<file path="config.mk">
export PLATFORM = sky130hd
export DESIGN_NAME = mss_ctrl
export DESIGN_NICKNAME = d
export VERILOG_FILES = /design/src/sv/mss_pkg.sv /design/src/sv/mss_ctrl.sv
export SDC_FILE = /design/constraint.sdc
export NUM_CORES = 1
export LEC_CHECK = 0
export BUFFER_PORTS_ARGS = -buffer_cell sky130_fd_sc_hd__buf_2
export CELL_PAD_IN_SITES_DETAIL_PLACEMENT = 0
export CELL_PAD_IN_SITES_GLOBAL_PLACEMENT = 2
export CORE_MARGIN = 2
export CORE_UTILIZATION = 19
export CTS_BUF_LIST = sky130_fd_sc_hd__clkbuf_8
export CTS_CLUSTER_SIZE = 10
export DETAILED_ROUTE_END_ITERATION = 10
export PLACE_DENSITY = 0.75
export RECOVER_POWER = 100
export SLEW_MARGIN = 20
export SYNTH_ARGS = -nofsm -noshare
export SYNTH_HDL_FRONTEND = slang
export SYNTH_SLANG_ARGS = --single-unit
</file>
<file path="constraint.sdc">
create_clock -name clk_i -period 1.5 [get_ports clk_i]
set_input_delay 0.075 -clock clk_i [delete_from_list [all_inputs] [get_ports clk_i]]
set_output_delay 0.075 -clock clk_i [all_outputs]
set_load 0.02 [all_outputs]
</file>
<file path="src/sv/mss_pkg.sv">
// Markov sequence sampler: shared constants, mode codes, controller states
// and the command/status structs between controller and datapath.
// No dependencies.
package mss_pkg;

  localparam int ORDER       = 3;
  localparam int NUM_ENTRIES = 256;
  localparam int MAX_NEXT    = 16;
  localparam int SYMBOL_BITS = 8;

  localparam int ENTRY_W   = $clog2(NUM_ENTRIES);
  localparam int ENT_CMP_W = ((ENTRY_W > 8) ? ENTRY_W : 8) + 1;
  localparam int SYM_W     = SYMBOL_BITS;
  localparam int WEIGHT_W  = 16;
  localparam int RND_W     = 16;
  localparam int CNT_W     = $clog2(MAX_NEXT + 1);
  localparam int SLOTS     = NUM_ENTRIES * MAX_NEXT;
  localparam int SADDR_W   = $clog2(SLOTS);
  localparam int TOT_W     = 20;
  localparam int STATS_W   = CNT_W + TOT_W;
  localparam int TGT_W     = RND_W + TOT_W;
  localparam int CUM_W     = WEIGHT_W + CNT_W;
  localparam int CMP_W     = ((CUM_W + RND_W) > TGT_W) ? (CUM_W + RND_W) : TGT_W;
  localparam int POS_CMP_W = 8;

  localparam logic [TOT_W-1:0]   TOTAL_MAX  = '1;
  localparam logic [ENTRY_W-1:0] LAST_ENTRY = ENTRY_W'(NUM_ENTRIES - 1);

  localparam int S_TDATA_W = 56;
  localparam int S_TUSER_W = 2;
  localparam int M_TDATA_W = 24;
  localparam int M_TUSER_W = 1;

  typedef enum logic [1:0] {
    MODE_LOAD_HIST = 2'd0,
    MODE_LOAD_SLOT = 2'd1,
    MODE_SET       = 2'd2,
    MODE_STEP      = 2'd3
  } mode_e;

  typedef enum logic [3:0] {
    ST_IDLE,
    ST_DECODE,
    ST_SLOT_WR,
    ST_STEP_MUL,
    ST_SCAN_RD,
    ST_SCAN_CHK,
    ST_SEARCH,
    ST_RESULT
  } state_e;

  typedef struct packed {
    logic capture;
    logic hist_wr;
    logic slot_wr;
    logic set_cur;
    logic step_mul;
    logic scan_chk;
    logic srch_init;
    logic srch_run;
    logic out_load;
  } dp_cmd_t;

  typedef struct packed {
    mode_e mode;
    logic  ent_ok;
    logic  hist_pos_ok;
    logic  slot_pos_ok;
    logic  cur_valid;
    logic  n_zero;
    logic  scan_hit;
    logic  scan_last;
    logic  srch_found;
    logic  srch_done;
    logic  out_free;
  } dp_sts_t;

endpackage

</file>
<file path="src/sv/mss_ctrl.sv">
// Markov sequence sampler controller: sequences load, set and step items.
// Depends on mss_pkg (state_e, dp_cmd_t, dp_sts_t).
module mss_ctrl (
  input  logic             clk_i,
  input  logic             rst_ni,
  input  logic             s_tvalid_i,
  output logic             s_tready_o,
  input  mss_pkg::dp_sts_t sts_i,
  output mss_pkg::dp_cmd_t cmd_o
);

  mss_pkg::state_e state_q, state_d;

  always_ff @(posedge clk_i or negedge rst_ni) begin
    if (!rst_ni) begin
      state_q <= mss_pkg::ST_IDLE;
    end else begin
      state_q <= state_d;
    end
  end

  always_comb begin
    state_d    = state_q;
    cmd_o      = '0;
    s_tready_o = 1'b0;
    case (state_q)
      mss_pkg::ST_IDLE: begin
        s_tready_o = 1'b1;
        if (s_tvalid_i) begin
          cmd_o.capture = 1'b1;
          state_d       = mss_pkg::ST_DECODE;
        end
      end
      mss_pkg::ST_DECODE: begin
        state_d = mss_pkg::ST_RESULT;
        case (sts_i.mode)
          mss_pkg::MODE_LOAD_HIST: cmd_o.hist_wr = sts_i.ent_ok && sts_i.hist_pos_ok;
          mss_pkg::MODE_LOAD_SLOT: begin
            if (sts_i.ent_ok && sts_i.slot_pos_ok) state_d = mss_pkg::ST_SLOT_WR;
          end
          mss_pkg::MODE_SET: cmd_o.set_cur = sts_i.ent_ok;
          mss_pkg::MODE_STEP: begin
            if (sts_i.cur_valid) state_d = mss_pkg::ST_STEP_MUL;
          end
          default: state_d = mss_pkg::ST_RESULT;
        endcase
      end
      mss_pkg::ST_SLOT_WR: begin
        cmd_o.slot_wr = 1'b1;
        state_d       = mss_pkg::ST_RESULT;
      end
      mss_pkg::ST_STEP_MUL: begin
        cmd_o.step_mul = 1'b1;
        state_d        = sts_i.n_zero ? mss_pkg::ST_RESULT : mss_pkg::ST_SCAN_RD;
      end
      mss_pkg::ST_SCAN_RD: begin
        state_d = mss_pkg::ST_SCAN_CHK;
      end
      mss_pkg::ST_SCAN_CHK: begin
        cmd_o.scan_chk = 1'b1;
        if (sts_i.scan_hit) begin
          cmd_o.srch_init = 1'b1;
          state_d         = mss_pkg::ST_SEARCH;
        end else if (sts_i.scan_last) begin
          state_d = mss_pkg::ST_RESULT;
        end else begin
          state_d = mss_pkg::ST_SCAN_RD;
        end
      end
      mss_pkg::ST_SEARCH: begin
        cmd_o.srch_run = 1'b1;
        if (sts_i.srch_found || sts_i.srch_done) state_d = mss_pkg::ST_RESULT;
      end
      mss_pkg::ST_RESULT: begin
        if (sts_i.out_free) begin
          cmd_o.out_load = 1'b1;
          state_d        = mss_pkg::ST_IDLE;
        end
      end
      default: state_d = mss_pkg::ST_IDLE;
    endcase
  end

endmodule

</file>
**Word level (Yosys, flattened, before mapping)**

Index checks and enable logic that the tools add are counted.

- Word-level logic and storage cells: 44
- Register bits: 4
- Output and inout bits: 10
- Input port bits: 15

- Multiplexer cells: 24
- Equal/unequal tests: 13
- Reduce and logical (&&, ||, !) cells: 6

Operators with widths:

| cell | number |
|---|---|
| $pmux 4 s8 | 1 |
| $eq 4x3->1 const B | 4 |
| $mux 4 | 4 |
| $mux 1 | 13 |
| $eq 4x2->1 const B | 2 |
| $pmux 4 s2 | 1 |
| $mux 2 | 3 |
| $mux 3 | 2 |
| $ne 2x2->1 const B | 3 |
| $eq 2x2->1 const B | 2 |
| $eq 4x1->1 const B | 1 |
| $logic_not 4->1 | 1 |
| $reduce_and 3->1 | 1 |
| $eq 2x1->1 const B | 1 |
| $logic_and 1x1->1 | 2 |
| $logic_not 2->1 | 1 |
| $logic_or 1x1->1 | 1 |

**Longest topological paths before layout**

Gate-level depths: netlist (run 1).

- Depth after elaboration: 4
- Mapped depth: 4
- Mapped depth without buffers: 3

**Worst setup path before layout (run 1)**

Ideal clock, no wire load.

- Kind: register to register
- From: register state_q[2]
- To: register state_q[1]
- Path slack: -72 ps
- Buffers on the path: 1
- Setup time: 131 ps
- Arrival time: 1,441 ps
- Data required time: 1,369 ps
- Cell stages (with the launch flop): 5
- Clock period less this slack: 1,572 ps
- Cell sequence: dfrtp_1 > buf_2 > nor3_1 > a32o_2 > o31ai_2

- Longest elaborated chain between the ends: 3
- Elaborated cells on any way between the ends: 13
- Classes of those cells: eq/ne (10); mux (1); reduce/logical (2)

RTL lines:

| what | line | text |
|---|---|---|
| from (decl) | mss_ctrl.sv:12 | `mss_pkg::state_e state_q, state_d;` |
| from (signal assigned) | mss_ctrl.sv:16 | `state_q <= mss_pkg::ST_IDLE;` |
| from (signal assigned) | mss_ctrl.sv:18 | `state_q <= state_d;` |
| $eq 4x3->1 / $logic_not 4->1 (equally long branches) | mss_ctrl.sv:26 | `case (state_q)` |
| $ne 2x2->1 (no source line) | -- |  |
| $reduce_and 3->1 (no source line) | -- |  |

Several ways; a longest one is shown, not always the timed one.
A chain may end at the register's enable or synchronous reset.

==> metrics.txt, run 1 <==
nets=91; vias in the first global route=367; via/cell ratio=approximately 4.6; GPL Wtd Cong=around 0.73; xor/xnor share of the synthesized area=0%; DRC=0; Die Span X=45.7 um; layout cells sized above 1=roughly 43%; number of CTS-inserted buffers=3; Final setup viols=0; Top Ports=25; largest cells by area after synthesis=dfrtp_1 (23%), inv_1 (6.8%), nor3b_1 (6.8%); Worst Path Arrival=1340 ps; crit path kind=reg -> out; number of DRC markers in iteration 0=5; DP HPWL=between 700 and 800 um; clk root buf=clkbuf_8; H-tree Lvls=1; Post-Synth Simple-Gate Area=36.0%; Synth top cells by count=inv_1 (6), nor2_1 (5), dfrtp_1 (3), nand2_1 (3), nor3b_1 (3); Rel. slew slack=80.4%; Max VDD drop=0.446 mV; # port buffers=24; Syn Area/Cell=7.68 sq um; Setup TNS=0 ps; Slew Limit Fails=0; Fin. Hold Viols=0; Mapped Nets=58; cell area after synthesis=between 300 and 400 sq um; Compound-Gate Fraction of Synth Area=28.0%; register area share after synthesis=22.7%; Initial Utilization=19.8%; Clk Latency, worst-skew pair=210 ps; Regs by FF count=state_q x3; initial antenna violation count=0; Post-DRT Antenna Nets=0; CTS clock-pin slew for the worst setup and hold paths=30 ps; top cell type's share of synthesized area=22.7%; Synth Instances=43; outcome=completed; top-count cell post-synth=inv_1; post-synthesis mux area share=0%; # fillers=~190; FFs w/ async S/R, synth=100%; Ant. Diodes=0; synthesized flop and latch total=3; max reg flops=3; largest net degree at the start of global routing=14; fin crit share=94.1%; Die Y-Extent=approximately 46 um; Most flops, register=state_q; all-layer global routing usage=9.88%; Core Area=1670 sq um; Post-Synth Adder-Cell Area=0%; Final Critical Period=approximately 1400 ps; Yosys cell types=24; Die Area=2090 sq um; num rows=15; clk buf depth=2; main combinational cell family by area after synthesis=simple AND/OR/NAND/NOR gates; Pre-antenna DRT Iters=4; Least-Margin Pin Slew=290 ps; Most used DFF post-synth=dfrtp_1; CTS sink count=3; CTS tree=yes; P per Cell Area=around 1900 nW/um^2; Yosys top cell by area=dfrtp_1; crit end category=primary output; Max Cap Violations=0; Final Skew=between 1.5 and 2 ps; WP data required=1420 ps; wire length per cell=between 10 and 15 um; Peak Freq=around 710 MHz; synthesis-to-layout area growth=67.8%; GRT overflow=0; Hold Crit Class=in -> reg; first-pass GRT wire length=1510 um; Leak Pwr=between 0.2 and 0.3 nW; RSZ-0062 raised after global routing=false; vias=426; crit-path max FO=6; Power, Total=1.07 mW; WL final=a little over 1000 um; Ys Warns=0; Setup crit start kind=flip-flop; EDFF count, synth=0
## critical path: stages, from the launching register on
cell and delay [ps]:
dfrtp_2 440, buf_4 160, nor3_4 210, and2_1 150
clkbuf_2 160
## worst paths after layout
| kind | from | end | slack (ps) | cells after the start |
|---|---|---|---|---|
| min reg2reg | state_q[2] | state_q[2] | 670 | 2 |
| max | state_q[1] | cmd_o[8] | 90 | 4 |
| min in group asynchronous | rst_ni | state_q[2] | 200 | 2 |
| max reg2reg | state_q[1] | state_q[1] | 150 | 5 |
| min | sts_i[10] | state_q[2] | 80 | 2 |
| max in group asynchronous | rst_ni | state_q[1] | 1130 | 2 |
## kinds of logic (layout without fill, tap and decap cells)
kind of cell           after synthesis  in the layout
flip-flops                           3              3
AND/OR/NAND/NOR                     20             20
AO/OA/AOI/OAI                       11             11
buffers and inverters                9             41
## per-stage QoR
stage	utilization (%)	setup WS (ps)	cells	hold WS (ps)	cell area [sq um]
after CTS	30.7	36.4	86	80.0	513
after global routing	33.2	33.9	92	86.0	554
after detailed placement	27.3	177	81	-127	455
final	33.2	88.7	92	83.0	554
after floorplan	-	89.2	43	-221	335
after global placement	27.3	192	81	-126	455
## area by class of cell
| type | count | area, sq um | share of cell area [%] |
|---|---|---|---|
| clock buffer | 3 | 41.3 | 7.45 |
| clock inverter | 1 | 3.75 | 0.677 |
| inverter | 6 | 22.5 | 4.06 |
| multi-input combinational | 31 | 225 | 40.6 |
| sequential | 3 | 78.8 | 14.2 |
| tap | 17 | 21.3 | 3.84 |
| timing repair buffer | 31 | 161 | 29.1 |
## timing repair
action | CTS | global route
endpoints found under the setup margin | 1 | 1
hold endpoints to repair | 3 | 0
hold buffers | 1 | 0
setup buffers | 0 | 6
resized for setup | 2 | 3
## routing by layer
layer / global-route usage [%] / up-vias / share of wire (%)
met1: 12.2 / 195 / 45
met5: 0 / - / 0
met2: 16.3 / 8 / 52
met4: 5.14 / 0 / 0
li1: - / 223 / -
met3: 1.59 / 0 / 3.3
## cells in the final DEF (no fill, tap or decap)
cell type	count
nor2_2	1
clkbuf_4	1
and2_1	2
a311oi_1	1
nand2b_1	1
dlygate4sd3_1	1
buf_4	4
dfrtp_2	3
nand4b_1	2
o311ai_0	1
clkbuf_2	1
nor3b_1	3
clkbuf_1	9
a32o_2	1
nand3_1	1
a2bb2oi_1	1
buf_2	15
nor4bb_1	1
nor3_4	1
nand2_1	3
a221oi_1	1
o21ai_0	2
o32ai_1	1
and3b_2	1
o31ai_2	1
a21boi_0	1
inv_1	7
clkbuf_8	3
o21bai_1	1
nor2_1	4
## where the power goes
group | switching, mW | internal, mW | leakage [nW]
logic | 0.332 | 0.293 | 0.212
registers | 0.0854 | 0.134 | 0.0307
clock network | 0.0521 | 0.174 | 0.0269
total | 0.470 | 0.601 | 0.270
Note: power is estimated with default switching activity, not from simulation.
==> run 2: changes to the inputs <==
Clock period 1.5 ns to 1.49 ns, I/O delays scaled along.
==> run 2 against run 1 <==
  * Wire length shrank 0.89%
  * Cell count shrank 1.1%
  * Non-clock buffer count shrank 1
  * Sequential share of layout area is essentially flat
  * Flip-flop and latch count is the same
  * Worst setup slack lost 43 ps
  * Global-route usage shrank 0.081 points
  * Largest cell class unchanged
  * Largest power group unchanged
  * Highest routed layer unchanged
==> metrics.txt, run 2 (synthesis results as in run 1) <==
Final Non-Filler Cells=91 (was 92); Leak Pwr=0.295 nW (was 0.270 nW); number of CTS-inserted buffers=3 (unchanged); num rows=15 (unchanged); commonest non-fill, non-tap cell in the layout=buf_2 (unchanged); CTS clock-pin slew for the worst setup and hold paths=30 ps (about the same); Initial Utilization=19.8% (unchanged); Most flops, register=state_q (unchanged); via/cell ratio=4.46 (was 4.63); Peak Freq=692 MHz; WL final=1010 um (was 1020 um); Most Crowded Layer GR=met2 (unchanged); Least-Margin Pin Slew=290 ps (about the same); CTS tree=yes (unchanged); Die Span X=45.7 um (unchanged); Pre-antenna DRT Iters=2 (was 4); met1 Use GR=12.4% (was 12.2%); RSZ-0062 raised after global routing=true (was false); dpl cells=81 (unchanged); Hold Crit Class=in -> reg (unchanged); Final Skew=1.85 ps (was 1.75 ps); outcome=completed (unchanged); Final Critical Period=1440 ps; met3 GRT Util=1.59% (unchanged); commonest cells after routing, fill and taps aside=buf_2 (22), inv_1 (7), buf_4 (6) (was buf_2 (15), clkbuf_1 (9), inv_1 (7)); synthesis-to-layout area growth=68.2% (was 67.8%); largest net degree at the start of global routing=14 (unchanged); first-pass GRT wire length=1480 um (was 1510 um); Slew Limit Fails=0 (unchanged); P per Cell Area=1920 nW/um^2 (was 1930 nW/um^2); Worst Path Arrival=1370 ps (was 1340 ps); vias in the first global route=346 (was 367); WP data required=1420 ps (about the same); Core Area=1670 sq um (unchanged); GPL Wtd Cong=0.728 (about the same); vias=406 (was 426); Setup crit start kind=flip-flop (unchanged); number of DRC markers in iteration 0=3 (was 5); Fin. Hold Viols=0 (unchanged); DRC=0 (unchanged); wire length per cell=11.1 um (was 11.0 um); Ant. Diodes=0 (unchanged); Die Y-Extent=45.7 um (unchanged); nets=90 (was 91); Final setup viols=0 (unchanged); H-tree Lvls=1 (unchanged); Max VDD drop=0.425 mV (was 0.446 mV); Regs by FF count=state_q x3 (unchanged); all-layer global routing usage=9.80% (was 9.88%); GRT overflow=0 (unchanged); GR Layer Usage met2=15.8% (was 16.3%); initial antenna violation count=0 (unchanged); clk root buf=clkbuf_8 (unchanged); Max Cap Violations=0 (unchanged); clk buf depth=2 (unchanged); Rel. slew slack=80.4% (about the same); CTS sink count=3 (unchanged); layout cells sized above 1=52.7% (was 42.7%); crit-path max FO=7 (was 6); hold_ws=80.5 ps (was 83.0 ps); crit end category=primary output (unchanged); fin crit share=96.9%; Post-DRT Antenna Nets=0 (unchanged); Top Ports=25 (unchanged); # fillers=194 (was 192); Clk Latency, worst-skew pair=210 ps (about the same); # port buffers=24 (unchanged); crit path kind=reg -> out (unchanged); DP HPWL=754 um (was 767 um); max reg flops=3 (unchanged); Die Area=2090 sq um (unchanged)
-- run 2: where the power goes --
part | switching, mW | internal [mW]
Sequential | 0.0936 | 0.135
Clock | 0.0527 | 0.175
Combinational | 0.305 | 0.307
Total | 0.452 | 0.617
-- run 2: final cells by class --
| cell class | instances | area [sq um] | area share [%] |
|---|---|---|---|
| Multi-Input combinational cell | 31 | 219 | 39.4 |
| Timing Repair Buffer | 30 | 169 | 30.4 |
| Sequential cell | 3 | 78.8 | 14.2 |
| Clock buffer | 3 | 41.3 | 7.43 |
| Inverter | 6 | 22.5 | 4.05 |
| Tap cell | 17 | 21.3 | 3.83 |
| Clock inverter | 1 | 3.75 | 0.676 |
-- run 2: path summary, 6_finish.rpt --
kind	from	to	cells after the start	slack (ps)
setup reg to reg	state_q[1]	state_q[0]	4	180
hold reg to reg	state_q[1]	state_q[0]	2	700
hold / removal	sts_i[10]	state_q[2]	2	80
max in group asynchronous	rst_ni	state_q[1]	2	1120
min in group asynchronous	rst_ni	state_q[2]	2	200
setup / recovery	state_q[1]	cmd_o[8]	4	50
-- run 2: timing repair --
item	4_1_cts	5_1_grt
buffers inserted	0	5
cloned	0	0
resized for setup	2	3
hold buffers	1	0
hold endpoints to repair	3	0
endpoints found under the setup margin	1	1
-- run 2: through the flow --
| step | setup TNS (ps) | utilization (%) | worst slack [ps] | instance area, sq um | power (mW) |
|---|---|---|---|---|---|
| floorplan | 0 | - | 79.7 | 335 | 0.618 |
| global placement | 0 | 27.3 | 182 | 455 | 0.718 |
| detailed placement | 0 | 27.3 | 173 | 455 | 0.727 |
| CTS | 0 | 30.7 | 26.5 | 513 | 0.968 |
| global route | -22.8 | 33.3 | -22.8 | 556 | 1.17 |
| finish | 0 | 33.3 | 45.6 | 556 | 1.07 |
-- run 2: worst max-delay path: stages, from the launching register on --
cell	delay, ps
dfrtp_2	440
buf_4	150
nor3_2	250
and2_1	160
buf_2	150
-- run 2: per-layer routing --
metal | vias up | wire, um
li1 | 217 | -
met1 | 181 | 444
met2 | 8 | 516
met3 | 0 | 45
met4 | 0 | 0
met5 | - | 0
==> run 3: changes to the inputs <==
Settings changed: CORE_MARGIN 2 to not set.
==> run 3 against run 2 <==
  * The run now ends with design-rule violations left
  * First-iteration DRC count increased by 100%
  * Combinational power decreased by 9.2%
  * Cell count decreased by 3.3%
  * Worst setup slack improved by 62 ps
  * Critical path depth unchanged
  * Count of clock-buffer cells in the layout unchanged
  * Clock power about the same
  * Total power decreased by 5.2%
  * Die area decreased by 8.6%
  * Critical path type unchanged
  * Largest cell class unchanged
==> metrics.txt, run 3 (synthesis results as in run 1) <==
crit-path max cell delay=460 ps (was 440 ps); initial antenna violation count=0 (unchanged); Rel. slew slack=78.4% (was 80.4%); Peak Freq=723 MHz (was 692 MHz); GRT overflow=0 (unchanged); crit path cell chain=nor2_2 -> nand4b_1 -> nor3b_2 -> buf_4 (was buf_4 -> nor3_2 -> and2_1 -> buf_2); layout cells sized above 1=43.1% (was 52.7%); Regs by FF count=state_q x3 (unchanged); Slew Limit Fails=0 (unchanged); RSZ-0062 raised after global routing=false (was true); Final Skew=2.13 ps (was 1.85 ps); vias=410 (was 406); Post-DRT Antenna Nets=0 (unchanged); crit path kind=reg -> out (unchanged); failing checks=design-rule violations; Hold Crit Class=in -> reg (unchanged); Ant. Diodes=0 (unchanged); Final setup viols=0 (unchanged); Clk Latency, worst-skew pair=210 ps (about the same); CP delay by family, top=simple AND/OR/NAND/NOR gates (was flip-flops); clk root buf=clkbuf_8 (unchanged); wire length per cell=10.8 um (was 11.1 um); commonest non-fill, non-tap cell in the layout=buf_2 (unchanged); vias in the first global route=370 (was 346); Fin. Hold Viols=0 (unchanged); DRC=3 (was 0); via/cell ratio=4.66 (was 4.46); Gate power share=54.8% (was 57.3%); all-layer global routing usage=11.3% (was 9.80%); num rows=14 (was 15); P per Cell Area=1870 nW/um^2 (was 1920 nW/um^2); clock network power share=22.2% (was 21.3%); Setup crit start kind=flip-flop (unchanged); H-tree Lvls=1 (unchanged); Core Area=1560 sq um (was 1670 sq um); Least-Margin Pin Slew=324 ps (was 290 ps); sw frac=42.9% (was 42.3%); total net switching power=0.435 mW (was 0.452 mW); share of power burned in registers=23.0% (was 21.4%); max reg flops=3 (unchanged); Max VDD drop=0.456 mV (was 0.425 mV); nets=88 (was 90); GPL Wtd Cong=0.732 (was 0.728); Top Ports=25 (unchanged); Die Area=1910 sq um (was 2090 sq um); Internal=0.578 mW (was 0.617 mW); synthesis-to-layout area growth=64.0% (was 68.2%); Initial Utilization=21.2% (was 19.8%); Setup TNS=0 ps (unchanged); fin crit share=92.8% (was 96.9%); DP HPWL=737 um (was 754 um); CTS sink count=3 (unchanged); CTS clock-pin slew for the worst setup and hold paths=30 ps (about the same); Reg2Reg Setup Slack=200 ps (was 180 ps); clk buf depth=2 (unchanged); number of DRC markers in iteration 0=6 (was 3); Most flops, register=state_q (unchanged); outcome=complete, but fails checks (was completed); CTS tree=yes (unchanged); Die Span X=43.7 um (was 45.7 um); CP bufs+invs=1 (was 2); Final Critical Period=1380 ps (was 1440 ps); crit end category=primary output (unchanged); number of CTS-inserted buffers=3 (unchanged); Worst Path Arrival=1310 ps (was 1370 ps); Pre-antenna DRT Iters=7 (was 2); Max Cap Violations=0 (unchanged); Leak Pwr=0.268 nW (was 0.295 nW); WL final=953 um (was 1010 um); WP data required=1420 ps (about the same); # port buffers=24 (unchanged); first-pass GRT wire length=1590 um (was 1480 um); crit-path max FO=10 (was 7); commonest cells after routing, fill and taps aside=buf_2 (14), inv_1 (7), clkbuf_1 (6) (was buf_2 (22), inv_1 (7), buf_4 (6)); Die Y-Extent=43.7 um (was 45.7 um); Power, Total=1.01 mW (was 1.07 mW); Crit-path slowest cell=dfrtp_2 (unchanged); largest net degree at the start of global routing=14 (unchanged)
run 3: final cells by class:
class / instances / area [sq um]
well taps: 16 / 20.0
clock buffers: 3 / 41.3
repair buffers: 28 / 158
fillers: 189 / 1020
inverters: 6 / 22.5
flip-flops and latches: 3 / 77.6
multi-input cells: 31 / 219
clock inverters: 1 / 3.75
run 3: through the flow:
step	area (sq um)	hold WS (ps)	util [%]	setup slack, ps	std cells
after floorplan	335	-221	-	79.7	43
after global placement	454	-126	29.1	182	80
after detailed placement	454	-128	29.1	188	80
after CTS	512	85.8	32.8	37.9	85
after global routing	542	102	34.8	3.76	88
final	542	85.0	34.8	107	88
run 3: worst paths after layout:
check	start	endpoint	depth (start not counted)
hold reg to reg	state_q[2]	state_q[2]	2
min in group asynchronous	rst_ni	state_q[2]	2
max in group asynchronous	rst_ni	state_q[1]	2
hold / removal	sts_i[10]	state_q[2]	2
setup / recovery	state_q[1]	cmd_o[7]	4
setup reg to reg	state_q[0]	state_q[1]	3
run 3: what timing repair did:
action / 4_1_cts / 5_1_grt
hold buffers: 1 / 0
cloned: 0 / 0
endpoints found under the setup margin: 1 / 1
setup buffers: 0 / 3
resized for setup: 2 / 3
endpoints found under the hold margin: 3 / 0
run 3: per-layer routing:
layer	global-route usage, %	share of wire, %	vias to the layer above
met2	17.0	51	10
li1	-	-	213
met4	7.50	0	0
met5	0	0	-
met3	1.25	3.1	0
met1	15.0	46	187
run 3: power by group through the flow:
| stage | registers, mW | clock network (mW) | logic (mW) |
|---|---|---|---|
| 2_1_floorplan | 0.151 | 0 | 0.467 |
| 3_3_place_gp | 0.252 | 0 | 0.467 |
| 3_5_place_dp | 0.251 | 0 | 0.468 |
| 4_1_cts | 0.258 | 0.232 | 0.470 |
| 5_1_grt | 0.244 | 0.240 | 0.616 |
| 6_report | 0.233 | 0.225 | 0.556 |
